===== src/hdl/bcsld_pkg.sv =====
`default_nettype none

package bcsld_pkg;

    localparam int LEVEL_W    = 8;
    localparam int SHIFT_W    = 4;
    localparam int DUTY_W     = 9;
    localparam int COLOR_W    = 5;
    localparam int DEBOUNCE_W = 4;
    localparam int HOLD_W     = 16;
    localparam int CFG_IDX_W  = 1;
    localparam int CFG_DATA_W = 16;
    localparam int SHIFT_MAX  = 15;
    localparam int PROD_W     = LEVEL_W + SHIFT_MAX;
    localparam int ROM_SIZE   = 17;

    localparam logic [CFG_IDX_W-1:0] REG_DEBOUNCE_LIMIT   = 1'd0;
    localparam logic [CFG_IDX_W-1:0] REG_LONG_PRESS_TICKS = 1'd1;

    localparam logic [DEBOUNCE_W-1:0] DEBOUNCE_RESET   = 4'd15;
    localparam logic [HOLD_W-1:0]     LONG_PRESS_RESET = 16'd2000;

    typedef struct packed {
        logic [SHIFT_W-1:0] red;
        logic [SHIFT_W-1:0] green;
        logic [SHIFT_W-1:0] blue;
    } shift_set_t;

    typedef struct packed {
        shift_set_t         shifts;
        logic [COLOR_W-1:0] color;
        logic               blanked;
    } ctrl_view_t;

    typedef struct packed {
        logic [DUTY_W-1:0] red_a;
        logic [DUTY_W-1:0] green_a;
        logic [DUTY_W-1:0] blue_a;
        logic [DUTY_W-1:0] red_b;
        logic [DUTY_W-1:0] green_b;
        logic [DUTY_W-1:0] blue_b;
    } duty_set_t;

    localparam shift_set_t WHITE_ENTRY = '{4'd8, 4'd8, 4'd8};

    localparam shift_set_t COLOR_ROM [ROM_SIZE] = '{
        '{4'd8, 4'd8, 4'd8}, '{4'd8, 4'd0, 4'd0}, '{4'd8, 4'd6, 4'd0},
        '{4'd8, 4'd7, 4'd0}, '{4'd8, 4'd8, 4'd0}, '{4'd7, 4'd8, 4'd0},
        '{4'd6, 4'd8, 4'd0}, '{4'd0, 4'd8, 4'd0}, '{4'd0, 4'd8, 4'd6},
        '{4'd0, 4'd8, 4'd7}, '{4'd0, 4'd8, 4'd8}, '{4'd0, 4'd7, 4'd8},
        '{4'd0, 4'd5, 4'd8}, '{4'd0, 4'd0, 4'd8}, '{4'd6, 4'd0, 4'd8},
        '{4'd8, 4'd0, 4'd8}, '{4'd8, 4'd0, 4'd6}
    };

    // Entries past the end of the table read as white.
    function automatic shift_set_t color_entry(input logic [COLOR_W-1:0] idx);
        shift_set_t entry;
        if (idx < COLOR_W'(ROM_SIZE))
        begin
            entry = COLOR_ROM[idx];
        end
        else
        begin
            entry = WHITE_ENTRY;
        end
        return entry;
    endfunction

endpackage

`default_nettype wire


===== src/hdl/bcsld_tick_if.sv =====
`default_nettype none

interface bcsld_tick_if;
    logic                          valid;
    logic                          ready;
    logic                          button_arm;
    logic                          button_pin;
    logic                          led_signal;
    logic [bcsld_pkg::LEVEL_W-1:0] source_level;

    modport source (
        output valid, button_arm, button_pin, led_signal, source_level,
        input  ready
    );

    modport sink (
        input  valid, button_arm, button_pin, led_signal, source_level,
        output ready
    );
endinterface

`default_nettype wire


===== src/hdl/bcsld_result_if.sv =====
`default_nettype none

interface bcsld_result_if;
    logic                          valid;
    logic                          ready;
    logic [bcsld_pkg::DUTY_W-1:0]  duty_red_a;
    logic [bcsld_pkg::DUTY_W-1:0]  duty_green_a;
    logic [bcsld_pkg::DUTY_W-1:0]  duty_blue_a;
    logic [bcsld_pkg::DUTY_W-1:0]  duty_red_b;
    logic [bcsld_pkg::DUTY_W-1:0]  duty_green_b;
    logic [bcsld_pkg::DUTY_W-1:0]  duty_blue_b;
    logic [bcsld_pkg::COLOR_W-1:0] current_color;
    logic                          lights_blanked;

    modport source (
        output valid, duty_red_a, duty_green_a, duty_blue_a,
               duty_red_b, duty_green_b, duty_blue_b, current_color, lights_blanked,
        input  ready
    );

    modport sink (
        input  valid, duty_red_a, duty_green_a, duty_blue_a,
               duty_red_b, duty_green_b, duty_blue_b, current_color, lights_blanked,
        output ready
    );
endinterface

`default_nettype wire


===== src/hdl/bcsld_ctrl.sv =====
`default_nettype none

module bcsld_ctrl #(
    parameter int NUM_COLORS = 17
) (
    input  wire logic                                clk,
    input  wire logic                                rst_n,
    input  wire logic                                cfg_we,
    input  wire logic [bcsld_pkg::CFG_IDX_W-1:0]     cfg_index,
    input  wire logic [bcsld_pkg::CFG_DATA_W-1:0]    cfg_data,
    input  wire logic                                step,
    input  wire logic                                arm,
    input  wire logic                                pin_high,
    output bcsld_pkg::ctrl_view_t                    view
);

    localparam int CW = bcsld_pkg::COLOR_W;
    localparam logic [CW:0] NUM_COLORS_L = (CW+1)'(NUM_COLORS);

    logic [bcsld_pkg::DEBOUNCE_W-1:0] debounce_limit_reg;
    logic [bcsld_pkg::HOLD_W-1:0]     long_press_reg;

    logic                             idle_wait_reg,   idle_wait_next;
    logic                             press_seen_reg,  press_seen_next;
    logic [bcsld_pkg::DEBOUNCE_W-1:0] agree_count_reg, agree_count_next;
    logic [bcsld_pkg::HOLD_W-1:0]     hold_count_reg,  hold_count_next;
    logic [CW-1:0]                    color_index_reg, color_index_next;
    logic [CW-1:0]                    saved_index_reg, saved_index_next;
    bcsld_pkg::shift_set_t            shift_reg,       shift_next;

    logic                             was_pressed;
    logic [CW:0]                      color_inc;

    always_ff @(posedge clk or negedge rst_n)
    begin
        if (!rst_n)
        begin
            debounce_limit_reg <= bcsld_pkg::DEBOUNCE_RESET;
            long_press_reg     <= bcsld_pkg::LONG_PRESS_RESET;
        end
        else if (cfg_we)
        begin
            case (cfg_index)
                bcsld_pkg::REG_DEBOUNCE_LIMIT:
                    debounce_limit_reg <= cfg_data[bcsld_pkg::DEBOUNCE_W-1:0];
                bcsld_pkg::REG_LONG_PRESS_TICKS:
                    long_press_reg <= cfg_data[bcsld_pkg::HOLD_W-1:0];
                default:
                    ;
            endcase
        end
    end

    always_comb
    begin
        idle_wait_next   = idle_wait_reg;
        press_seen_next  = press_seen_reg;
        agree_count_next = agree_count_reg;
        hold_count_next  = hold_count_reg;
        color_index_next = color_index_reg;
        saved_index_next = saved_index_reg;
        shift_next       = shift_reg;
        was_pressed      = 1'b0;
        color_inc        = {1'b0, color_index_reg} + (CW+1)'(1);

        // Arm from idle: restart the debounce, keep the hold count
        if (arm && idle_wait_reg)
        begin
            idle_wait_next   = 1'b0;
            press_seen_next  = 1'b0;
            agree_count_next = '0;
        end

        if (!idle_wait_next)
        begin
            was_pressed = press_seen_next;
            if (pin_high == was_pressed)
            begin
                agree_count_next = agree_count_next + 1'b1;
            end
            if (was_pressed && (hold_count_next < long_press_reg))
            begin
                hold_count_next = hold_count_next + 1'b1;
                if (hold_count_next == long_press_reg)
                begin
                    saved_index_next = color_index_reg;
                    shift_next       = '0;
                end
            end
            if (agree_count_next == debounce_limit_reg)
            begin
                agree_count_next = '0;
                if (!was_pressed)
                begin
                    press_seen_next = 1'b1;
                    hold_count_next = '0;
                end
                else
                begin
                    press_seen_next = 1'b0;
                    idle_wait_next  = 1'b1;
                    if (hold_count_next == long_press_reg)
                    begin
                        // Long release: restore the saved colour
                        hold_count_next = '0;
                        if ({1'b0, saved_index_next} < NUM_COLORS_L)
                        begin
                            color_index_next = saved_index_next;
                        end
                        else
                        begin
                            color_index_next = '0;
                        end
                    end
                    else if (color_inc == NUM_COLORS_L)
                    begin
                        color_index_next = '0;
                    end
                    else
                    begin
                        color_index_next = color_inc[CW-1:0];
                    end
                    shift_next = bcsld_pkg::color_entry(color_index_next);
                end
            end
        end
    end

    always_ff @(posedge clk or negedge rst_n)
    begin
        if (!rst_n)
        begin
            idle_wait_reg   <= 1'b1;
            press_seen_reg  <= 1'b0;
            agree_count_reg <= '0;
            hold_count_reg  <= '0;
            color_index_reg <= '0;
            saved_index_reg <= '0;
            shift_reg       <= bcsld_pkg::WHITE_ENTRY;
        end
        else if (step)
        begin
            idle_wait_reg   <= idle_wait_next;
            press_seen_reg  <= press_seen_next;
            agree_count_reg <= agree_count_next;
            hold_count_reg  <= hold_count_next;
            color_index_reg <= color_index_next;
            saved_index_reg <= saved_index_next;
            shift_reg       <= shift_next;
        end
    end

    assign view.shifts  = shift_next;
    assign view.color   = color_index_next;
    assign view.blanked = (shift_next == '0);

`ifndef SYNTHESIS
    a_idle_not_pressed: assert property (@(posedge clk) disable iff (!rst_n)
        idle_wait_reg |-> !press_seen_reg)
        else $error("press seen while waiting for arm");

    a_color_in_range: assert property (@(posedge clk) disable iff (!rst_n)
        {1'b0, color_index_reg} < NUM_COLORS_L)
        else $error("colour index out of range");

    a_hold_on_stall: assert property (@(posedge clk) disable iff (!rst_n)
        !step |=> $stable(color_index_reg) && $stable(hold_count_reg))
        else $error("state moved without a tick");
`endif

endmodule

`default_nettype wire


===== src/hdl/bcsld_duty.sv =====
`default_nettype none

module bcsld_duty #(
    parameter int LEVEL_MAX  = 127,
    parameter int EXTRA_BITS = 2
) (
    input  wire logic [bcsld_pkg::LEVEL_W-1:0] source_level,
    input  wire logic                          led_signal,
    input  wire bcsld_pkg::shift_set_t         shifts,
    output bcsld_pkg::duty_set_t               duties
);

    localparam int LW   = bcsld_pkg::LEVEL_W;
    localparam int DROP = LW - EXTRA_BITS;
    localparam logic [LW-1:0] LEVEL_MAX_L = LW'(LEVEL_MAX);

    logic [LW-1:0] level_clamped;
    logic [LW-1:0] p_a;
    logic [LW-1:0] p_b;

    function automatic logic [bcsld_pkg::DUTY_W-1:0] duty_of(
        input logic [LW-1:0]                 p,
        input logic [bcsld_pkg::SHIFT_W-1:0] sh
    );
        logic [bcsld_pkg::PROD_W-1:0] v;
        v = ({{bcsld_pkg::SHIFT_MAX{1'b0}}, p} << sh) >> DROP;
        return v[bcsld_pkg::DUTY_W-1:0];
    endfunction

    always_comb
    begin
        level_clamped = (source_level > LEVEL_MAX_L) ? LEVEL_MAX_L : source_level;
        p_a           = LEVEL_MAX_L - level_clamped;
        p_b           = led_signal ? '0 : LEVEL_MAX_L;

        duties.red_a   = duty_of(p_a, shifts.red);
        duties.green_a = duty_of(p_a, shifts.green);
        duties.blue_a  = duty_of(p_a, shifts.blue);
        duties.red_b   = duty_of(p_b, shifts.red);
        duties.green_b = duty_of(p_b, shifts.green);
        duties.blue_b  = duty_of(p_b, shifts.blue);
    end

endmodule

`default_nettype wire


===== src/hdl/button_color_selector_led_duty.sv =====
`default_nettype none

// Channel   Dir  Fields
// tick      in   button_arm, button_pin, led_signal, source_level
// result    out  duty_{red,green,blue}_{a,b}, current_color, lights_blanked
// cfg       in   cfg_we, cfg_index, cfg_data (write only)
//
// One tick per clock unless the result stalls; a taken tick passes from the
// input register through the button state update and duty logic into the
// result register, where its result beat stays valid until it is accepted.
// Reset clears both valid flags and the button state and sets the registers
// (debounce 15, long press 2000). A stalled result holds the input register;
// tick.ready stays high while the input register is empty or the result drains.

module button_color_selector_led_duty #(
    parameter int NUM_COLORS = 17,
    parameter int LEVEL_MAX  = 127,
    parameter int EXTRA_BITS = 2
) (
    input  wire logic                             clk,
    input  wire logic                             rst_n,
    input  wire logic                             cfg_we,
    input  wire logic [bcsld_pkg::CFG_IDX_W-1:0]  cfg_index,
    input  wire logic [bcsld_pkg::CFG_DATA_W-1:0] cfg_data,
    bcsld_tick_if.sink                            tick,
    bcsld_result_if.source                        result
);

    logic                          in_valid_reg;
    logic                          arm_reg;
    logic                          pin_reg;
    logic                          led_reg;
    logic [bcsld_pkg::LEVEL_W-1:0] level_reg;

    logic                          result_valid_reg;
    bcsld_pkg::duty_set_t          duty_reg;
    logic [bcsld_pkg::COLOR_W-1:0] color_reg;
    logic                          blanked_reg;

    logic                          advance;
    logic                          step;
    bcsld_pkg::ctrl_view_t         view;
    bcsld_pkg::duty_set_t          duty_next;

    assign advance    = !result_valid_reg || result.ready;
    assign step       = in_valid_reg && advance;
    assign tick.ready = !in_valid_reg || advance;

    always_ff @(posedge clk or negedge rst_n)
    begin
        if (!rst_n)
        begin
            in_valid_reg <= 1'b0;
        end
        else if (tick.ready)
        begin
            in_valid_reg <= tick.valid;
        end
    end

    always_ff @(posedge clk)
    begin
        if (tick.ready && tick.valid)
        begin
            arm_reg   <= tick.button_arm;
            pin_reg   <= tick.button_pin;
            led_reg   <= tick.led_signal;
            level_reg <= tick.source_level;
        end
    end

    bcsld_ctrl #(
        .NUM_COLORS (NUM_COLORS)
    ) u_ctrl (
        .clk       (clk),
        .rst_n     (rst_n),
        .cfg_we    (cfg_we),
        .cfg_index (cfg_index),
        .cfg_data  (cfg_data),
        .step      (step),
        .arm       (arm_reg),
        .pin_high  (pin_reg),
        .view      (view)
    );

    bcsld_duty #(
        .LEVEL_MAX  (LEVEL_MAX),
        .EXTRA_BITS (EXTRA_BITS)
    ) u_duty (
        .source_level (level_reg),
        .led_signal   (led_reg),
        .shifts       (view.shifts),
        .duties       (duty_next)
    );

    always_ff @(posedge clk or negedge rst_n)
    begin
        if (!rst_n)
        begin
            result_valid_reg <= 1'b0;
        end
        else if (advance)
        begin
            result_valid_reg <= in_valid_reg;
        end
    end

    // Load the result beat only when a tick moves out of the input register
    always_ff @(posedge clk)
    begin
        if (step)
        begin
            duty_reg    <= duty_next;
            color_reg   <= view.color;
            blanked_reg <= view.blanked;
        end
    end

    assign result.valid          = result_valid_reg;
    assign result.duty_red_a     = duty_reg.red_a;
    assign result.duty_green_a   = duty_reg.green_a;
    assign result.duty_blue_a    = duty_reg.blue_a;
    assign result.duty_red_b     = duty_reg.red_b;
    assign result.duty_green_b   = duty_reg.green_b;
    assign result.duty_blue_b    = duty_reg.blue_b;
    assign result.current_color  = color_reg;
    assign result.lights_blanked = blanked_reg;

`ifndef SYNTHESIS
    a_ready_when_empty: assert property (@(posedge clk) disable iff (!rst_n)
        !result_valid_reg |-> tick.ready)
        else $error("input stalled with empty result register");

    a_step_fills_result: assert property (@(posedge clk) disable iff (!rst_n)
        step |=> result_valid_reg)
        else $error("tick lost between stages");
`endif

endmodule

`default_nettype wire


===== src/flat_wrapper.sv =====
// flat-port wrapper written by rule: the top's interface ports become plain ports
module button_color_selector_led_duty_flat 
#(
    parameter int NUM_COLORS = 17,
    parameter int LEVEL_MAX  = 127,
    parameter int EXTRA_BITS = 2
)
  (clk, rst_n, cfg_we, cfg_index, cfg_data, tick_valid, tick_button_arm, tick_button_pin, tick_led_signal, tick_source_level, tick_ready, result_valid, result_duty_red_a, result_duty_green_a, result_duty_blue_a, result_duty_red_b, result_duty_green_b, result_duty_blue_b, result_current_color, result_lights_blanked, result_ready);
  bcsld_tick_if tick_i ();
  bcsld_result_if result_i ();
  input  wire logic clk;
  input  wire logic rst_n;
  input  wire logic cfg_we;
  input  wire logic [bcsld_pkg::CFG_IDX_W-1:0] cfg_index;
  input  wire logic [bcsld_pkg::CFG_DATA_W-1:0] cfg_data;
  input wire logic [$bits(tick_i.valid)-1:0] tick_valid;
  input wire logic [$bits(tick_i.button_arm)-1:0] tick_button_arm;
  input wire logic [$bits(tick_i.button_pin)-1:0] tick_button_pin;
  input wire logic [$bits(tick_i.led_signal)-1:0] tick_led_signal;
  input wire logic [$bits(tick_i.source_level)-1:0] tick_source_level;
  output wire logic [$bits(tick_i.ready)-1:0] tick_ready;
  output wire logic [$bits(result_i.valid)-1:0] result_valid;
  output wire logic [$bits(result_i.duty_red_a)-1:0] result_duty_red_a;
  output wire logic [$bits(result_i.duty_green_a)-1:0] result_duty_green_a;
  output wire logic [$bits(result_i.duty_blue_a)-1:0] result_duty_blue_a;
  output wire logic [$bits(result_i.duty_red_b)-1:0] result_duty_red_b;
  output wire logic [$bits(result_i.duty_green_b)-1:0] result_duty_green_b;
  output wire logic [$bits(result_i.duty_blue_b)-1:0] result_duty_blue_b;
  output wire logic [$bits(result_i.current_color)-1:0] result_current_color;
  output wire logic [$bits(result_i.lights_blanked)-1:0] result_lights_blanked;
  input wire logic [$bits(result_i.ready)-1:0] result_ready;
  assign tick_i.valid = tick_valid;
  assign tick_i.button_arm = tick_button_arm;
  assign tick_i.button_pin = tick_button_pin;
  assign tick_i.led_signal = tick_led_signal;
  assign tick_i.source_level = tick_source_level;
  assign tick_ready = tick_i.ready;
  assign result_valid = result_i.valid;
  assign result_duty_red_a = result_i.duty_red_a;
  assign result_duty_green_a = result_i.duty_green_a;
  assign result_duty_blue_a = result_i.duty_blue_a;
  assign result_duty_red_b = result_i.duty_red_b;
  assign result_duty_green_b = result_i.duty_green_b;
  assign result_duty_blue_b = result_i.duty_blue_b;
  assign result_current_color = result_i.current_color;
  assign result_lights_blanked = result_i.lights_blanked;
  assign result_i.ready = result_ready;
  button_color_selector_led_duty #(.NUM_COLORS(NUM_COLORS), .LEVEL_MAX(LEVEL_MAX), .EXTRA_BITS(EXTRA_BITS)) u_core (.clk(clk), .rst_n(rst_n), .cfg_we(cfg_we), .cfg_index(cfg_index), .cfg_data(cfg_data), .tick(tick_i), .result(result_i));
endmodule

===== config.mk =====
export PLATFORM = sky130hd
export DESIGN_NAME = button_color_selector_led_duty_flat
export DESIGN_NICKNAME = d
export VERILOG_FILES = /design/src/hdl/bcsld_pkg.sv /design/src/hdl/bcsld_tick_if.sv /design/src/hdl/bcsld_result_if.sv /design/src/hdl/bcsld_ctrl.sv /design/src/hdl/bcsld_duty.sv /design/src/hdl/button_color_selector_led_duty.sv /design/src/flat_wrapper.sv
export SDC_FILE = /design/constraint.sdc
export NUM_CORES = 1
export LEC_CHECK = 0
export BUFFER_PORTS_ARGS = -buffer_cell sky130_fd_sc_hd__buf_2
export CAP_MARGIN = 15
export CELL_PAD_IN_SITES_DETAIL_PLACEMENT = 1
export CELL_PAD_IN_SITES_GLOBAL_PLACEMENT = 2
export CORE_UTILIZATION = 41
export CTS_CLUSTER_DIAMETER = 80
export DETAILED_ROUTE_END_ITERATION = 7
export PLACE_DENSITY = 0.9
export SKIP_CTS_REPAIR_TIMING = 1
export SYNTH_ARGS = -nofsm -noshare
export SYNTH_HDL_FRONTEND = slang
export SYNTH_SLANG_ARGS = --single-unit

===== constraint.sdc =====
create_clock -name clk -period 10.3 [get_ports clk]
set_input_delay 2.575 -clock clk [delete_from_list [all_inputs] [get_ports clk]]
set_output_delay 2.575 -clock clk [all_outputs]
set_load 0.01 [all_outputs]

# Word-level counts from Yosys, hierarchy flattened
# Memories as Yosys holds them, arrays and structs flattened.
# Index checks and enable logic that the tools add are counted.
op_classes:
  addsub: 4
  magnitude_cmp: 5
  eq_ne: 5
  shifts: 6
  n_mux: 40
  bitwise: 3
  n_reduce_logical: 12
op_table:
  columns: ["operator", "n"]
  rows:
  - ["two-way mux 12 bit", 8]
  - ["two-way mux 16 bit", 5]
  - ["two-way mux 5 bit", 12]
  - ["left shift 7 x 4 -> 15 bit", 3]
  - ["left shift 8 x 4 -> 15 bit", 3]
  - ["equality test 16 bit", 2]
  - ["two-way mux 4 bit", 5]
  - ["adder 16 x 1 -> 16 bit, second input constant", 1]
  - ["< comparator 16 bit", 1]
  - ["logical NOT 12 bit", 1]
  - ["< comparator 5 bit, second input constant", 2]
  - ["> comparator 8 x 7 -> 1 bit, second input constant", 1]
  - ["two-way mux 1 bit", 8]
  - ["two-way mux 8 bit", 1]
  - ["subtractor 7 x 8 -> 8 bit, first input constant", 1]
  - ["two-way mux 7 bit", 1]
  - ["adder 5 x 1 -> 6 bit, second input constant", 1]
  - ["equality test 6 x 5 -> 1 bit, second input constant", 1]
  - [">= comparator 6 bit, second input constant", 1]
  - ["inverter 5 -> 6 bit", 1]
  - ["AND reduction 2 bit", 3]
  - ["adder 4 x 1 -> 4 bit, second input constant", 1]
  - ["equality test 4 bit", 1]
  - ["logical AND 1 bit", 4]
  - ["4 further kinds", 7]
totals:
  register_bits: 137
  romBits: 384
  inputBits: 33
  output_inout_bits: 62
  wordCells: 101
  memories: 1
mem_list:
  columns: ["memory", "words", "width", "read_ports", "rd_ports_with_merged_regs", "wr", "line", "rtl"]
  rows:
  - ["(no name shown)", 32, 12, 1, 0, 0, "bcsld_pkg.sv:60", "entry = COLOR_ROM[idx];"]

# Depth between registers and ports, before layout
# Gate-level depths: netlist of the first run.
logic_depth:
  depth_word: 20
  ltp_mapped: 26
  depth_no_buf: 21

# Hierarchy
# A second synthesis of the first run with hierarchy kept.
unflattened:
  hier_cells: 933
  area_unflattened_um2: 9037.4
by_module_without_submodules:
  columns: ["module", "n_inst", "cells_each", "area_per_inst_um2", "seq_area_each_um2"]
  rows:
  - ["bcsld_ctrl", 1, 617, 5273.8, 1619.1]
  - ["button_color_selector_led_duty", 1, 79, 2235.9, 2182.1]
  - ["bcsld_duty", 1, 237, 1527.7, 0.0]

# Least setup slack after synthesis of the first run
# Ideal clock, no wire load.
synth_path:
  path_type: "register -> register"
  startpoint: "reg u_core.u_ctrl.hold_count_reg[1] (netlist name)"
  endpoint: "reg u_core.duty_reg, in the netlist u_core.result.duty_green_a[8], data pin"
  setup_ps: 150
  t_arrival_ps: 5500
  required_ps: 10150
  setup_slack_ps: 4650
  stages_incl_launch_ff: 25
  path_buffers: 4
  period_less_slack_ps: 5650
  cell_sequence: "dfrtp_1 -> ha_1 -> buf_2 -> nand3_2 -> or4_1 -> a311oi_1 -> or4b_4 -> o22a_1 -> a2111oi_4 -> buf_6 -> buf_4 -> nor2_1 -> a31oi_1 -> inv_1 -> ha_1 -> inv_1 -> nor2_1 -> a221oi_1 -> a41oi_1 -> a32o_2 -> buf_6 -> or2_2 -> mux2_2 -> mux2_2 -> nor3_2"
synth_lines:
  columns: ["item", "line", "rtl"]
  rows:
  - ["start: declaration", "bcsld_ctrl.sv:26", "logic [bcsld_pkg::HOLD_W-1:0] hold_count_reg, hold_count_next;"]
  - ["start signal: assignment", "bcsld_ctrl.sv:146", "hold_count_reg <= hold_count_next;"]
  - ["end signal: assignment", "button_color_selector_led_duty.sv:113", "duty_reg <= duty_next;"]
  - ["end: declaration", "button_color_selector_led_duty.sv:36", "bcsld_pkg::duty_set_t duty_reg;"]

==> results of run 1 <==
-- logic make-up (layout without fill, tap and decap cells) --
kind of cell               count (synthesis)  in the layout
AOI/OAI and AO/OA                        252            252
xor gates and xnor gates                  31             31
adders and majority gates                 26             26
buffers and inverters                     78            161
DFF                                      137            137
muxes                                     70             70
and+or+nand+nor                          343            343
-- worst min-delay path by stage --
| stage | from | end | slack [ns] | cells after the start |
|---|---|---|---|---|
| after global placement | u_core.u_ctrl.shift_reg[6] | u_core.u_ctrl.shift_reg[6] | 0.46 | 2 |
| after CTS | u_core.u_ctrl.shift_reg[10] | u_core.u_ctrl.shift_reg[10] | 0.48 | 1 |
| final | u_core.u_ctrl.shift_reg[1] | u_core.u_ctrl.shift_reg[1] | 0.48 | 1 |
| after global routing | u_core.u_ctrl.shift_reg[9] | u_core.u_ctrl.shift_reg[9] | 0.49 | 1 |
| after detailed placement | u_core.u_ctrl.shift_reg[10] | u_core.u_ctrl.shift_reg[10] | 0.47 | 1 |
| after floorplan | u_core.u_ctrl.shift_reg[1] | u_core.u_ctrl.shift_reg[1] | 0.44 | 1 |
-- stage by stage --
step / total power, mW / util (%) / std cells
3_3_place_gp: 1.61 / 44.4 / 1267
4_1_cts: 2.26 / 47.0 / 1299
3_5_place_dp: 1.63 / 44.4 / 1267
2_1_floorplan: 1.40 / - / 937
5_1_grt: 2.38 / 47.1 / 1300
6_report: 2.25 / 47.1 / 1300
-- cell usage in the layout, fill, tap and decap left out, drive strengths merged, types with 8 or more instances in the layout --
cell    count
nand2b     19
xnor2      24
mux2       39
or3         9
o31ai      17
buf       101
nand3      29
nor2b      16
a21oi      54
clkbuf     17
dfrtp      52
and3       12
nor3       21
nand4      11
edfxtp     71
nor2       68
ha         26
o211ai      8
and2       16
dfstp      14
o22ai      10
inv        36
nand2      96
mux2i      31
nand3b      9
a21o       12
nor4       10
o21ai      67
a31oi      16
-- synth_stat cells (all sizes together) (21+ instances only) --
library cell / instances / share of area [%]
xnor2: 24 / 2.3
clkbuf: 24 / 0.99
mux2: 39 / 4.8
dfrtp: 52 / 14
nand2: 96 / 4.0
nor3: 21 / 1.3
nor2: 68 / 3.0
ha: 26 / 3.6
nand3: 29 / 1.7
a21oi: 54 / 3.2
buf: 26 / 2.0
edfxtp: 71 / 24
o21ai: 67 / 3.7
mux2i: 31 / 3.6
inv: 28 / 1.2
-- cell type report --
class / instances / area (µm²)
Clock buffer: 17 / 425
Sequential cell: 137 / 3800
Tap cell: 280 / 350
Clock inverter: 15 / 153
Timing Repair Buffer: 101 / 520
Multi-Input combinational cell: 722 / 4880
Inverter: 28 / 105
Fill cell: 2515 / 11500
-- power by group through the flow --
stage               Combinational, mW  Sequential (mW)  Clock (mW)
global placement                0.818            0.788           0
global route                    0.939            0.797       0.646
CTS                             0.849            0.783       0.627
floorplan                       0.615            0.781           0
finish                          0.850            0.783       0.617
detailed placement              0.840            0.793           0
-- per-layer routing --
| layer | wire length [µm] | global-route usage, % |
|---|---|---|
| met3 | 966 | 3.58 |
| met2 | 13000 | 41.0 |
| met1 | 11400 | 29.1 |
| met5 | 0 | 0 |
| met4 | 695 | 9.75 |
==> flow_metrics.tcl, run 1 <==
set metrics [dict create \
    endpoint "u_core.result.duty_green_a[8]" \
    netlist_area_um2 9060 \
    worst-path-buf-inv 2 \
    clk_pin_slew_ns 0.06 \
    coreArea_um2 21800 \
    antenna_found_initial 0 \
    ys_types 90 \
    crit_path_top_delay_cell "or4_1" \
    rsz0062_at_grt "no" \
    top_level_ports 95 \
    syn-num-nets 996 \
    hold_violations 0 \
    crit_type "reg2reg" \
    layout-drive-gt1-share_pct 21.5 \
    die_h_um 151 \
    required_ns 10.58 \
    synth_compound_area_share_pct 19.2 \
    cts_sinks 137 \
    crit_arrival_ns 6.91 \
    ys_warn_count 0 \
    nets 1066 \
    critPathLaunch "u_core.u_ctrl.hold_count_reg[0]" \
    fp-row-count 54 \
    worst_hold_slack_ns 0.480 \
    intPower_mw 1.35 \
    crit_family "simple AND/OR/NAND/NOR gates" \
    crit_chain "ha_1, nand3_2, or4_1, a311oi_1, or4b_4, nor3_2, nand2_1, or3_1, a31oi_1, inv_1, ha_1, inv_1, nor2_1, a221oi_1, a41oi_1, a32o_2, or2_2, mux2_2, mux2_2, nor3_2" \
    synth_top_family_by_area "simple AND/OR/NAND/NOR gates" \
    critPathCaptureType "flop" \
    yosysSeqAreaShare_pct 42.0 \
    ff2ff_setup_slack_ns 3.67 \
    insertedDiodeCount 0 \
    syn_inst 937 \
    fmax_mhz 151 \
    vias 7726 \
    setup_violations 0 \
    drv_cap 0 \
    syn2layout_area_growth_pct 13.0 \
    critPathMaxFanout 17 \
    hold_class "reg2reg" \
    h-tree-depth 4 \
    slowest_delay_ns 0.55 \
    first_global_vias 7852 \
    async_reset_ff_share_pct 48.2 \
    root_buffer "clkbuf_16" \
    cts_buffer_depth 2 \
    swShare_pct 39.8 \
    relSlewSlack_pct 23.4 \
    cts_made_buffers 17 \
    synth_seq_cells 137 \
    first_iter_violations 433 \
    totalWireLength_um 26000 \
    post-place-ws_ns 3.76 \
    reg2reg_to "u_core.result.duty_green_a[8]" \
    syn_area_per_cell_um2 9.67 \
    grt-ovfl-total 0 \
    status "completed" \
    reg2regPathDepth 20 \
    powerDensity_nw_per_um2 220 \
    remaining_drc_errors 0 \
    synth-simple-area-share_pct 19.7 \
    synth_xor_xnor_area_share_pct 3.00 \
    fin_crit_sh_pct 64.4 \
    synth_ff_type "edfxtp_1" \
    dr.pass1.iters 5 \
    synthAdderAreaFrac_pct 3.59 \
    track_usage_pct 23.6 \
    cp_num_cells 20 \
    fp.dieArea_um2 22700 \
    p_leak_nw 4.09 \
    seqPwrFrac_pct 34.8 \
    stdcell_area_um2 10200 \
    cp-start-kind "flop" \
    pwr-share-clk_pct 27.4 \
    fin_tns_setup_ns 0 \
    post_drt_wl_per_cell_um 20.0 \
    antenna_left 0 \
    ir_worst_vdd_mv 0.128 \
    r2r-start "u_core.u_ctrl.hold_count_reg[0]" \
    clkLatencyLatePin_ns 0.44 \
    cts_tree "done" \
    fin_crit_ns 6.63 \
    dpl.hpwl_um 18700 \
    drv_slew 0 \
    grt_max_degree 67 \
    fin_skew_ns 0.0131 \
    gp_congestion 0.925 \
    switchingPower_mw 0.895 \
    placed_area_um2 9660 \
    combPwrFrac_pct 37.8 \
    setup_ws_ns 3.67 \
    synth_mux_area_share_pct 8.41 \
    portBuffers 94 \
    routed_via_density 5.94 \
    initial_core_util_pct 41.6 \
    synth_edf_count 71 \
    grt_pass1_wl_um 41600 \
    fp.dieW_um 151 \
    tightest_slew_ns 1.15 \
]
Power figures use the tool's default switching activity.
==> run 2, diff against run 1 <==
Settings changed: CORE_UTILIZATION 41 to 38, PLACE_DENSITY 0.9 to 0.85.
Clock period 10.3 ns to 6.47 ns, I/O delays scaled along.
==> run 2 against run 1 <==
  * Routed wire length up 2.2%
  * Cell count grew 3.9%
  * Critical path depth rose by 1
  * Die area grew 7.8%
  * Count of clock-buffer cells in the layout unchanged
  * Power up 65%
  * Clock skew shrank 0.0023 ns
  * Sequential power up 60%
  * Clock power up 73%
  * Via count barely moved
  * Worst setup slack got worse by 3.3 ns
  * Maximum frequency rose by 8.2%
==> flow_metrics.tcl, run 2 (synthesized netlist as in run 1, its figures left out) <==
set metrics [dict create \
    drv_slew 0 \
    worst_hold_slack_ns 0.484 \
    tightest_slew_ns 0.969 \
    crit_type "reg2reg" \
    required_ns 6.73 \
    hold_violations 0 \
    worstHoldStart "u_core.u_ctrl.shift_reg[10]" \
    post-place-ws_ns 0.235 \
    initial_core_util_pct 38.7 \
    critPathMaxFanout 10 \
    cts_tree "done" \
    fp.dieW_um 156 \
    setup_ws_ns 0.342 \
    grt_max_degree 67 \
    cts_buffer_depth 2 \
    crit_arrival_ns 6.39 \
    track_usage_pct 22.5 \
    insertedDiodeCount 0 \
    final_common_cell "buf_2" \
    placed_area_um2 9790 \
    gp_congestion 0.918 \
    powerDensity_nw_per_um2 355 \
    h-tree-depth 4 \
    rsz0062_at_grt "no" \
    ir_worst_vdd_mv 0.175 \
    fmax_mhz 163 \
    p_leak_nw 4.19 \
    setup_violations 0 \
    grt-ovfl-total 0 \
    remaining_drc_errors 0 \
    fin_skew_ns 0.0108 \
    first_global_vias 7790 \
    dpl.hpwl_um 19200 \
    fp.dieArea_um2 24500 \
    critPathCaptureType "flop" \
    layout-drive-gt1-share_pct 22.6 \
    hold_class "reg2reg" \
    fin_crit_ns 6.13 \
    critPathLaunch "u_core.u_ctrl.hold_count_reg[0]" \
    status "completed" \
    fp-row-count 56 \
    top_level_ports 95 \
    totalWireLength_um 26600 \
    fin_crit_sh_pct 94.7 \
    cts_made_buffers 17 \
    first_iter_violations 437 \
    post_drt_wl_per_cell_um 19.7 \
    coreArea_um2 23400 \
    syn2layout_area_growth_pct 15.5 \
    fill_cells 2708 \
    antenna_found_initial 0 \
    clkLatencyLatePin_ns 0.43 \
    die_h_um 156 \
    root_buffer "clkbuf_16" \
    cp-start-kind "flop" \
    drv_cap 0 \
    fin_tns_setup_ns 0 \
    stdcell_area_um2 10500 \
    antenna_left 0 \
    routed_via_density 5.72 \
    dr.pass1.iters 4 \
    nets 1078 \
    r2r-start "u_core.u_ctrl.hold_count_reg[0]" \
    clk_pin_slew_ns 0.06 \
    cts_sinks 137 \
    grt_pass1_wl_um 42700 \
    layout.cells.most_common_list "buf_2 (94), nand2_1 (93), edfxtp_1 (71)" \
    vias 7724 \
    portBuffers 94 \
    relSlewSlack_pct 35.4 \
]
run 2: changes by cell type in the layout (fill, tap and decap cells not counted), moves of 2 or more:
cell        delta
bufinv_16      +3
clkinvlp_4     -2
inv_8          -2
buf_4         +12
run 2: through the flow:
| stage | total power [mW] | utilization [%] | std cells |
|---|---|---|---|
| floorplan | 2.22 | - | 937 |
| global placement | 2.59 | 41.9 | 1318 |
| detailed placement | 2.63 | 41.9 | 1318 |
| CTS | 3.72 | 44.6 | 1350 |
| global route | 3.94 | 44.7 | 1351 |
| finish | 3.72 | 44.7 | 1351 |
run 2: critical path, stage by stage (launching register included):
cell and delay [ns]:
dfrtp_1 0.54, ha_4 0.26, nand3_2 0.19, or4_1 0.58
a311oi_1 0.38, or4b_4 0.55, nor3_2 0.33, nand2_2 0.19
or3_1 0.36, a31oi_1 0.23, inv_1 0.09, ha_1 0.27
inv_1 0.10, nor2_1 0.05, a221oi_1 0.29, a41oi_1 0.12
a32o_2 0.37, buf_4 0.20, mux2i_1 0.15, or2_0 0.26
mux2_2 0.30, o22ai_1 0.14
run 2: final timing paths:
path / slack [ns] / cells after the start / to
worst max-delay path: 0.34 / 21 / u_core.result.duty_green_a[3]
worst max register to register: 0.34 / 21 / u_core.result.duty_green_a[3]
min in group asynchronous: 1.39 / 2 / u_core.u_ctrl.long_press_reg[11]
worst min-delay path: 0.48 / 1 / u_core.u_ctrl.shift_reg[10]
worst min register to register: 0.48 / 1 / u_core.u_ctrl.shift_reg[10]
max in group asynchronous: 4.47 / 2 / u_core.u_ctrl.shift_reg[8]
run 2: layout make-up:
cell class	instances	area (µm²)	area share, %
timing repair buffer	113	613	5.86
tap	319	399	3.81
sequential	137	3800	36.3
clock inverter	15	210	2.01
multi-input combinational	722	4910	46.9
clock buffer	17	425	4.07
inverter	28	105	1.00
run 2: power by group:
group | switching [mW] | internal [mW]
clock | 0.419 | 0.655
combinational | 0.869 | 0.525
sequential | 0.134 | 1.12
run 2: metal layers:
layer  vias up  global-route usage, %  part of all wire (%)
met1      3871                   28.3                    45
met5         -                      0                     0
li1       3665                      -                     -
met3        46                   3.46                   2.7
met2       142                   38.8                    50
met4         0                   7.98                   2.2
==> run 3, diff against run 2 <==
Settings changed: REMOVE_ABC_BUFFERS from default to 1.
==> run 3 against run 2 <==
  * Sequential share of layout area rose by 0.20 points
  * Largest cell class unchanged
  * Critical endpoint is now u_core.result.duty_green_a[8]
  * Sequential cell count unchanged
  * Register-to-register slack improved by 0.11 ns
  * Via count barely moved
  * Largest power group unchanged
  * Clock power is 8% lower
  * Core utilization shrank 0.23 points
==> flow_metrics.tcl, run 3 (synthesized netlist as in run 1, its figures left out) <==
set metrics [dict create \
    status "completed" \
    cp-start-kind "flop" \
    drv_slew 0 \
    tightest_slew_ns 1.15 \
    cts_made_buffers 17 \
    remaining_drc_errors 0 \
    crit_arrival_ns 6.30 \
    drv_cap 0 \
    gp_congestion 0.889 \
    fin_tns_setup_ns 0 \
    h-tree-depth 4 \
    vias 7727 \
    dr.pass1.iters 4 \
    fin_crit_sh_pct 93.0 \
    intPower_mw 2.18 \
    nets 1078 \
    ir_worst_vdd_mv 0.186 \
    top_level_ports 95 \
    power_mw 3.63 \
    initial_core_util_pct 38.7 \
    powerDensity_nw_per_um2 348 \
    syn2layout_area_growth_pct 14.9 \
    layout.cells.most_common_list "nand2_1 (94), buf_2 (94), edfxtp_1 (71)" \
    slowest_delay_ns 0.53 \
    fp-row-count 56 \
    track_usage_pct 22.8 \
    crit_chain "ha_4, nand3_2, or4_1, a311oi_1, or4b_4, nor3_2, nand2_1, or3_1, a31oi_1, inv_1, ha_1, inv_1, nor2_1, a221oi_1, a41oi_1, a32o_4, or2_2, mux2_2, mux2_2, nor3_2" \
    grt-ovfl-total 0 \
    critPathCaptureType "flop" \
    fin_skew_ns 0.0173 \
    clk_pin_slew_ns 0.07 \
    switchingPower_mw 1.44 \
    grt_max_degree 67 \
    coreArea_um2 23400 \
    fill_cells 2728 \
    fmax_mhz 166 \
    dpl.hpwl_um 19600 \
    cts_sinks 137 \
    fin_crit_ns 6.02 \
    required_ns 6.75 \
    crit_type "reg2reg" \
    rsz0062_at_grt "no" \
    cts_buffer_depth 2 \
    layout-drive-gt1-share_pct 22.7 \
    post_drt_wl_per_cell_um 19.9 \
    p_leak_nw 4.14 \
    finalCoreUtilization_pct 44.5 \
    first_iter_violations 420 \
    critPathMaxFanout 17 \
    fp.dieW_um 156 \
    clkLatencyLatePin_ns 0.44 \
    totalWireLength_um 26800 \
    swShare_pct 39.8 \
    first_global_vias 8098 \
    seqPwrFrac_pct 34.4 \
    hold_violations 0 \
    pwr-share-clk_pct 27.2 \
    cts_tree "done" \
    relSlewSlack_pct 22.7 \
    routed_via_density 5.72 \
    insertedDiodeCount 0 \
    portBuffers 94 \
    antenna_left 0 \
    die_h_um 156 \
    crit_path_top_delay_cell "dfrtp_1" \
    setup_violations 0 \
    root_buffer "clkbuf_16" \
    hold_class "reg2reg" \
    fp.dieArea_um2 24500 \
    antenna_found_initial 0 \
    combPwrFrac_pct 38.3 \
    grt_pass1_wl_um 43000 \
]
## run 3: changes by cell type in the layout (fill, tap and decap cells not counted), sizes merged
cell / change
clkinv: -2
bufinv: -3
inv: +2
clkinvlp: +3
buf: +1
clkbuf: -1
## run 3: cell type report
cell class / count / area, µm² / share of cell area (%)
multi-input combinational: 722 / 4910 / 47.1
sequential: 137 / 3800 / 36.5
timing repair buffer: 113 / 613 / 5.89
clock buffer: 17 / 425 / 4.09
tap: 319 / 399 / 3.83
clock inverter: 15 / 156 / 1.50
inverter: 28 / 105 / 1.01
## run 3: final timing paths
path	from	end	slack, ns	cells past startpoint
setup reg to reg	u_core.u_ctrl.hold_count_reg[0]	u_core.result.duty_green_a[8]	0.45	20
hold reg to reg	u_core.u_ctrl.shift_reg[6]	u_core.u_ctrl.shift_reg[6]	0.48	2
max in group asynchronous	rst_n	u_core.u_ctrl.hold_count_reg[4]	4.44	2
min in group asynchronous	rst_n	u_core.u_ctrl.hold_count_reg[9]	1.39	2
hold / removal	u_core.u_ctrl.shift_reg[6]	u_core.u_ctrl.shift_reg[6]	0.48	2
setup / recovery	u_core.u_ctrl.hold_count_reg[0]	u_core.result.duty_green_a[8]	0.45	20
## run 3: through the flow
step           instances  area [µm²]  hold WS, ns  setup WS, ns
3_5_place_dp        1319        9800        0.468         0.332
5_1_grt             1351       10400        0.509        0.0169
4_1_cts             1351       10400        0.483         0.294
6_report            1351       10400        0.480         0.453
3_3_place_gp        1319        9800        0.462         0.518
2_1_floorplan        887        8790        0.441         0.459
## run 3: routing by layer
metal  GRT usage, %  vias to the layer above  wire, µm
met5              0                        -         0
met3           4.13                       49      1020
li1               -                     3664         -
met1           27.0                     3841     11500
met4           9.99                        0       756
met2           40.2                      173     13500
## run 3: power by group through the flow
stage                     clock, mW  combinational [mW]  sequential [mW]
after floorplan                   0               0.908             1.26
after global placement            0                1.34             1.25
after detailed placement          0                1.37             1.26
after CTS                      1.01                1.38             1.25
after global routing           1.04                1.54             1.27
final                         0.988                1.39             1.25
## run 3: critical path, delay by kind of cell (launching register included)
family,cells,cell delay (ns)
adders and majority gates,2,0.53
buffers and inverters,2,0.20
muxes,2,0.55
DFF,1,0.53
and+or+nand+nor,9,2.64
AOI/OAI and AO/OA,5,1.39
